[src/rtl/core/ilir_pkg.sv]
`timescale 1ns / 1ps
// ----------------------------------------------------------------------------
// ilir_pkg
// Shared types and constants for the positional insert/remove list.
// ----------------------------------------------------------------------------
package ilir_pkg;

  // Fixed field widths of the stream items
  localparam int POS_W    = 5;
  localparam int ELEM_W   = 32;
  localparam int DOUT_W   = 32;
  localparam int STATUS_W = 2;
  localparam int COUNT_W  = 5;
  localparam int FUNC_W   = 2;

  // Packed stream widths (rounded up to whole bytes)
  localparam int IN_TDATA_W  = 40;  // position + element + pad
  localparam int OUT_TDATA_W = 40;  // data + status + count + empty_res

  // Parameter defaults
  localparam int CAPACITY_DEF   = 16;
  localparam int DATA_WIDTH_DEF = 32;

  typedef enum logic [FUNC_W-1:0] {
    OP_INSERT = 2'd0,
    OP_REMOVE = 2'd1,
    OP_GET    = 2'd2,
    OP_CLEAR  = 2'd3
  } op_t;

  typedef enum logic [STATUS_W-1:0] {
    ST_OK     = 2'd0,
    ST_BADPOS = 2'd1,
    ST_FULL   = 2'd2
  } status_t;

  // Command broadcast to every cell of the row
  typedef struct packed {
    logic             shift_up;    // legal insert
    logic             shift_down;  // legal remove
    logic [POS_W-1:0] pos;
  } cell_ctrl_t;

endpackage

[src/rtl/core/indexed_list_insert_remove.sv]
`timescale 1ns / 1ps
// ----------------------------------------------------------------------------
// indexed_list_insert_remove
// Bounded positional list built from a row of shifting cells.
//
//  port group | dir | contents
//  -----------+-----+---------------------------------------------------------
//  in_        | in  | tuser: func; tdata: position, element
//  out_       | out | tdata: data, status, count, empty_res
//
// All cells shift together, so the result of an accepted item is registered
// and shows in the cycle after its acceptance, and a new item can enter each
// cycle while the result register drains.
// The result register stalls the input side only while a result waits and
// out_tready is low. Reset empties the list (count zero); entries need no
// clearing since only written slots are ever read.
// ----------------------------------------------------------------------------
module indexed_list_insert_remove #(
  parameter int CAPACITY   = ilir_pkg::CAPACITY_DEF,
  parameter int DATA_WIDTH = ilir_pkg::DATA_WIDTH_DEF
) (
  input  logic                              clk,
  input  logic                              rst_n,
  input  logic                              in_tvalid,
  output logic                              in_tready,
  input  logic [ilir_pkg::IN_TDATA_W-1:0]   in_tdata,   // [4:0] position, [36:5] element
  input  logic [ilir_pkg::FUNC_W-1:0]       in_tuser,   // [1:0] func
  output logic                              out_tvalid,
  input  logic                              out_tready,
  output logic [ilir_pkg::OUT_TDATA_W-1:0]  out_tdata   // [31:0] data, [33:32] status,
                                                        // [38:34] count, [39] empty_res
);
  import ilir_pkg::*;

  localparam int FILL_W = $clog2(CAPACITY + 1);
  localparam int CMP_W  = (FILL_W > POS_W) ? FILL_W : POS_W;

  // Unpacked input item
  op_t                   func;
  logic [POS_W-1:0]      position;
  logic [ELEM_W-1:0]     element;
  logic [DATA_WIDTH-1:0] elem_w;
  logic                  accept;

  // List state
  logic [FILL_W-1:0] fill_r;
  logic [FILL_W-1:0] fill_nxt;
  logic [CMP_W-1:0]  pos_c;
  logic [CMP_W-1:0]  fill_c;
  logic              full;

  // Cell row
  cell_ctrl_t            ctrl;
  logic [DATA_WIDTH-1:0] cell_q   [CAPACITY];
  logic [DATA_WIDTH-1:0] cell_tap [CAPACITY];
  logic [DATA_WIDTH-1:0] rd_data;

  // Result
  status_t           status_c;
  logic [DOUT_W-1:0] data_c;
  logic              out_valid_r;
  logic              out_valid_nxt;
  logic [DOUT_W-1:0] out_data_r;
  status_t           out_status_r;
  logic [COUNT_W-1:0] out_count_r;
  logic              out_empty_r;

  assign func     = op_t'(in_tuser);
  assign position = in_tdata[POS_W-1:0];
  assign element  = in_tdata[POS_W +: ELEM_W];
  assign elem_w   = DATA_WIDTH'(element);

  assign in_tready = !out_valid_r || out_tready;
  assign accept    = in_tvalid && in_tready;

  assign pos_c  = CMP_W'(position);
  assign fill_c = CMP_W'(fill_r);
  assign full   = (fill_r == FILL_W'(CAPACITY));

  // Gather the addressed entry from the cell taps
  always_comb begin
    rd_data = '0;
    for (int i = 0; i < CAPACITY; i++) begin
      rd_data = rd_data | cell_tap[i];
    end
  end

  // Decode the command and check the position
  always_comb begin
    ctrl            = '0;
    ctrl.pos        = position;
    status_c        = ST_OK;
    data_c          = '0;
    fill_nxt        = fill_r;
    case (func)
      OP_INSERT: begin
        if (pos_c > fill_c) begin
          status_c = ST_BADPOS;
        end else if (full) begin
          status_c = ST_FULL;
        end else begin
          ctrl.shift_up = accept;
          fill_nxt      = fill_r + FILL_W'(1);
        end
      end
      OP_REMOVE: begin
        if (pos_c >= fill_c) begin
          status_c = ST_BADPOS;
        end else begin
          ctrl.shift_down = accept;
          data_c          = DOUT_W'(rd_data);
          fill_nxt        = fill_r - FILL_W'(1);
        end
      end
      OP_GET: begin
        if (pos_c >= fill_c) begin
          status_c = ST_BADPOS;
        end else begin
          data_c = DOUT_W'(rd_data);
        end
      end
      OP_CLEAR: begin
        fill_nxt = '0;
      end
      default: begin
        status_c = ST_OK;
      end
    endcase
  end

  // Row of cells, each wired to its two neighbors
  for (genvar g = 0; g < CAPACITY; g++) begin : g_cell
    logic [DATA_WIDTH-1:0] lower_q;
    logic [DATA_WIDTH-1:0] upper_q;

    if (g == 0) begin : g_first
      assign lower_q = '0;
    end else begin : g_mid_lo
      assign lower_q = cell_q[g-1];
    end

    if (g == CAPACITY - 1) begin : g_last
      assign upper_q = '0;
    end else begin : g_mid_hi
      assign upper_q = cell_q[g+1];
    end

    ilir_cell #(
      .INDEX      (g),
      .CAPACITY   (CAPACITY),
      .DATA_WIDTH (DATA_WIDTH)
    ) u_cell (
      .clk     (clk),
      .ctrl    (ctrl),
      .elem    (elem_w),
      .lower_q (lower_q),
      .upper_q (upper_q),
      .q       (cell_q[g]),
      .rd_tap  (cell_tap[g])
    );
  end

  // Drop the result flag once taken, set it on a new item
  always_comb begin
    out_valid_nxt = out_valid_r;
    if (accept) begin
      out_valid_nxt = 1'b1;
    end else if (out_tready) begin
      out_valid_nxt = 1'b0;
    end
  end

  // Hold the count and the result register
  always_ff @(posedge clk) begin
    if (!rst_n) begin
      fill_r      <= '0;
      out_valid_r <= 1'b0;
    end else begin
      out_valid_r <= out_valid_nxt;
      if (accept) begin
        fill_r <= fill_nxt;
      end
    end
  end

  always_ff @(posedge clk) begin
    if (accept) begin
      out_data_r   <= data_c;
      out_status_r <= status_c;
      out_count_r  <= COUNT_W'(fill_nxt);
      out_empty_r  <= (fill_nxt == '0);
    end
  end

  assign out_tvalid = out_valid_r;
  assign out_tdata  = {out_empty_r, out_count_r, out_status_r, out_data_r};

endmodule

[src/rtl/core/ilir_cell.sv]
`timescale 1ns / 1ps
// ----------------------------------------------------------------------------
// ilir_cell
// One list slot: holds an entry, takes its lower or upper neighbor on a
// shift, loads the new element at the insert position and offers its entry
// on the read tap when it sits at the addressed position.
// ----------------------------------------------------------------------------
module ilir_cell #(
  parameter int INDEX      = 0,
  parameter int CAPACITY   = ilir_pkg::CAPACITY_DEF,
  parameter int DATA_WIDTH = ilir_pkg::DATA_WIDTH_DEF
) (
  input  logic                   clk,
  input  ilir_pkg::cell_ctrl_t   ctrl,
  input  logic [DATA_WIDTH-1:0]  elem,
  input  logic [DATA_WIDTH-1:0]  lower_q,   // entry of the cell one place down
  input  logic [DATA_WIDTH-1:0]  upper_q,   // entry of the cell one place up
  output logic [DATA_WIDTH-1:0]  q,
  output logic [DATA_WIDTH-1:0]  rd_tap
);
  import ilir_pkg::*;

  localparam int IDX_BITS = (CAPACITY > 1) ? $clog2(CAPACITY) : 1;
  localparam int IDX_W    = (IDX_BITS > POS_W) ? IDX_BITS : POS_W;

  logic [IDX_W-1:0]      my_idx;
  logic [IDX_W-1:0]      pos_c;
  logic                  at_pos;
  logic                  above_pos;
  logic [DATA_WIDTH-1:0] q_r;
  logic [DATA_WIDTH-1:0] q_nxt;

  assign my_idx    = IDX_W'(INDEX);
  assign pos_c     = IDX_W'(ctrl.pos);
  assign at_pos    = (my_idx == pos_c);
  assign above_pos = (my_idx > pos_c);

  // Pick the next entry: open a gap on insert, close it on remove
  always_comb begin
    q_nxt = q_r;
    if (ctrl.shift_up) begin
      if (at_pos) begin
        q_nxt = elem;
      end else if (above_pos) begin
        q_nxt = lower_q;
      end
    end else if (ctrl.shift_down) begin
      if (at_pos || above_pos) begin
        q_nxt = upper_q;
      end
    end
  end

  // Hold the entry
  always_ff @(posedge clk) begin
    q_r <= q_nxt;
  end

  assign q      = q_r;
  assign rd_tap = at_pos ? q_r : '0;

endmodule

[config.mk]
export PLATFORM = sky130hd
export DESIGN_NAME = indexed_list_insert_remove
export DESIGN_NICKNAME = d
export VERILOG_FILES = /design/src/rtl/core/ilir_pkg.sv /design/src/rtl/core/indexed_list_insert_remove.sv /design/src/rtl/core/ilir_cell.sv
export SDC_FILE = /design/constraint.sdc
export NUM_CORES = 1
export LEC_CHECK = 0
export CORE_MARGIN = 4
export CORE_UTILIZATION = 40
export DETAILED_ROUTE_END_ITERATION = 10
export DONT_BUFFER_PORTS = 1
export PLACE_DENSITY_LB_ADDON = 0.25
export SYNTH_ARGS = -nofsm -noshare
export SYNTH_HDL_FRONTEND = slang
export SYNTH_SLANG_ARGS = --single-unit
export TNS_END_PERCENT = 30
[constraint.sdc]
create_clock -name clk -period 5 [get_ports clk]
set_input_delay 0.5 -clock clk [delete_from_list [all_inputs] [get_ports clk]]
set_output_delay 0.5 -clock clk [all_outputs]
set_load 0.02 [all_outputs]
==> results.yml <==
status:
  status: "completed"
power_and_ir_drop:
  power_per_cell_area_nw_per_um2: 304.7
  ir_drop_mv: 0.2850
  p_leak_nw: 11.29
  finalPower_mw: 10.32
critical_path:
  max_stage_delay_ps: 690
  r2r_cells: 10
  start_kind: "register"
  worstPathRequired_ps: 5360
  cp_max_fo: 17
  critPathArrivalTime_ps: 4340
  crit_chain: "inv_1 -> ha_1 -> nand4_1 -> o221a_2 -> and2_1 -> o21ai_1 -> buf_4 -> or2_0 -> inv_2 -> buf_12"
  end_kind: "register"
  crit_type: "reg2reg"
  cp_slowest_cell: "or2_0"
yosys:
  syn_avg_cell_area_um2: 10.57
  synth_edf_count: 552
  syn_area_um2: 31060
  synth-seq-cells: 558
  yosysUniqueCellTypes: 69
  ys_seq_area_frac: 0.5375
  postSynth.asyncResetShare: 0
  ys_warn_count: 0
  syn_inst: 2938
  syn_nets: 2995
  synth_top_flop_cell: "edfxtp_1"
sta:
  rsz0062_at_grt: "no"
  setup_tns_ps: 0
  slew_violations: 0
  fmax_ghz: 0.2511
  timing.final.ws_setup_ps: 1017
  period_minus_slack_ps: 3983
  tightestPinTransition_ps: 1174
  finalCritPeriodShare: 0.7965
  hold_slack_ps: 46.53
  hold_viol_final: 0
  clock_skew_ps: 22.89
  relSlewSlack: 0.2147
  setup_viol: 0
floorplanning:
  coreArea_um2: 76450
  chipHeight_um: 286.7
  dieArea_um2: 82170
  rows: 101
  io_pins: 88
  initial_core_util: 0.4063
  die_w_um: 286.7
run:
  maxCapViolCount: 0
clock_network:
  root_buffer: "clkbuf_16"
  h-tree-depth: 2
  numCtsBuffers: 60
  clk-insertion-delay-late_ps: 630
  clkTransAtPathRegs_ps: 60
  clock-sinks: 558
  cts_max_path_buffers: 3
  cts-resized-gates: 0
  cts_tree: "done"
place:
  dp.cells: 3783
  hpwlAfterDp_mm: 57.24
  port_buffers: 0
  finalWeightedCongestion: 0.8708
  pre_cts_ws_ps: 1123
drt:
  vias: 24390
  drtPass1Iterations: 6
  wl_per_cell_um: 26.95
  via_per_inst: 6.272
  wl_mm: 104.8
  ant_nets: 0
  first_iter_violations: 3012
  route.detailed.drc: 0
global_route:
  grt_pass1_vias: 23510
  grtUsageMet1: 0.3444
  grt-busiest-layer: "met2"
  antenna_found_initial: 0
  grt_pass1_wl_mm: 154.7
  grt_max_degree: 98
  grt_use_total: 0.2467
  met2_usage: 0.3828
  gr-total-overflow: 0
  use_met3: 0.05242
final_layout:
  drive_gt1_frac: 0.07765
  instances_no_fill: 3889
  finalNetCount: 2874
  area_delta_synth_final_pct: 9.051
  fillers: 7057
  n_antenna_cell: 0
min_path:
  hp-class: "in2reg"
  min_path_cells: 1
flip-flops by register name (all words and copies together), names as in the netlist:
register and cells:
g_cell.u_cell.q 512, out_data_r 32, out_status_r 2, out_empty_r 1, out_count_r 5, fill_c 5, out_tvalid 1
repair_timing:
action	in CTS	in global routing
endpoints found under the hold margin	5	0
setup buffers	0	0
hold buffers	2	0
where the power goes:
part / switching, mW / total (mW) / internal [mW]
clock: 1.91 / 4.36 / 2.46
combinational: 0.444 / 0.655 / 0.212
sequential: 0.0838 / 5.30 / 5.22
total: 2.43 / 10.3 / 7.89
layout by cell type (no fill, tap or decap), types with 5 or more instances in the layout:
| cell | Yosys | routed |
|---|---|---|
| buf_12 | 0 | 27 |
| clkbuf_16 | 0 | 60 |
| a221oi_2 | 7 | 7 |
| and3_1 | 35 | 34 |
| buf_4 | 36 | 57 |
| nor2_1 | 111 | 106 |
| nand2_1 | 680 | 678 |
| nor2_4 | 5 | 12 |
| nand3_1 | 36 | 35 |
| a31oi_1 | 131 | 128 |
| mux2i_1 | 354 | 354 |
| ha_1 | 11 | 11 |
| a221oi_1 | 89 | 89 |
| a22o_1 | 91 | 91 |
| a21oi_1 | 44 | 40 |
| inv_1 | 17 | 15 |
| a22oi_1 | 64 | 64 |
| nand2b_1 | 6 | 5 |
| dfxtp_1 | 6 | 6 |
| clkbuf_1 | 101 | 20 |
| clkinv_1 | 0 | 9 |
| o21ai_0 | 333 | 333 |
| o21ai_1 | 26 | 26 |
| edfxtp_1 | 552 | 552 |
layer usage:
layer | vias up | part of all wire | wire length, um
li1 | 10730 | - | -
met3 | 222 | 0.11 | 11810
met5 | - | 0 | 0
met2 | 1476 | 0.44 | 46540
met1 | 11970 | 0.41 | 42740
met4 | 0 | 0.036 | 3735
cells in the mapped netlist (2+ instances only):
master,instances,share of area
or3_1,4,0.00081
clkbuf_4,3,0.00073
nor2_2,2,0.00040
nand2_1,680,0.082
nor2_4,5,0.0018
inv_1,17,0.0021
o211ai_1,2,0.00048
o211a_1,2,0.00064
buf_6,26,0.0094
nor2b_1,2,0.00040
a221oi_2,7,0.0034
and3_1,35,0.0070
o21ai_0,333,0.054
clkbuf_1,101,0.012
a31oi_1,131,0.026
nor2_1,111,0.013
edfxtp_1,552,0.53
and2_1,2,0.00040
a22o_2,4,0.0013
nor2_8,4,0.0026
a21oi_1,44,0.0071
o21ai_1,26,0.0042
a22o_1,91,0.026
nand4_1,3,0.00060
dfxtp_1,6,0.0039
a221oi_1,89,0.025
o2111ai_1,2,0.00056
or3b_1,2,0.00056
buf_2,100,0.016
nor3_1,4,0.00064
mux2i_1,354,0.11
nor3_4,3,0.0016
a22oi_1,64,0.015
nand3_1,36,0.0058
nand2b_1,6,0.0012
a21boi_0,3,0.00073
or2_2,2,0.00040
buf_4,36,0.0087
a2bb2oi_1,2,0.00056
a22o_4,2,0.0011
buf_1,2,0.00024
ha_1,11,0.0044
stage by stage:
stage            util  instance area [um^2]
2_1_floorplan       -                 31060
3_3_place_gp   0.4187                 32010
3_5_place_dp   0.4187                 32010
4_1_cts        0.4430                 33870
5_1_grt        0.4430                 33870
6_report       0.4430                 33870
critical path, delay by kind of cell (launching register included):
kind	cells	cell delay (ps)
buffers and inverters	4	1290
AND/OR/NAND/NOR	3	1130
AO/OA/AOI/OAI	2	490
flip-flops	1	440
adder cells (fa/ha/maj)	1	350
logic make-up after synthesis:
logic type	after synthesis	share of synthesized area
compound gates	815	0.1706
flops	558	0.5375
mux	354	0.1141
buf+inv	287	0.05003
xor+xnor	1	0.0002820
fa+ha+maj	11	0.004431
simple gates	912	0.1231
cell type report:
class	instances	area [um^2]	share of cell area
sequential	558	16700	0.4929
multi-input combinational	2093	12990	0.3836
clock buffer	84	1632	0.04817
tap	1030	1289	0.03805
timing repair buffer	86	988.4	0.02918
clock inverter	20	206.4	0.006095
inverter	18	67.56	0.001995
final timing paths:
path | end | from | slack (ps)
worst max-delay path | g_cell[15].u_cell.q[10] | fill_c[3] | 1020
worst min-delay path | fill_c[0] | rst_n | 50
worst max register to register | g_cell[15].u_cell.q[10] | fill_c[3] | 1020
worst min register to register | fill_c[1] | fill_c[1] | 550
Note: power is estimated with default switching activity, not from simulation.
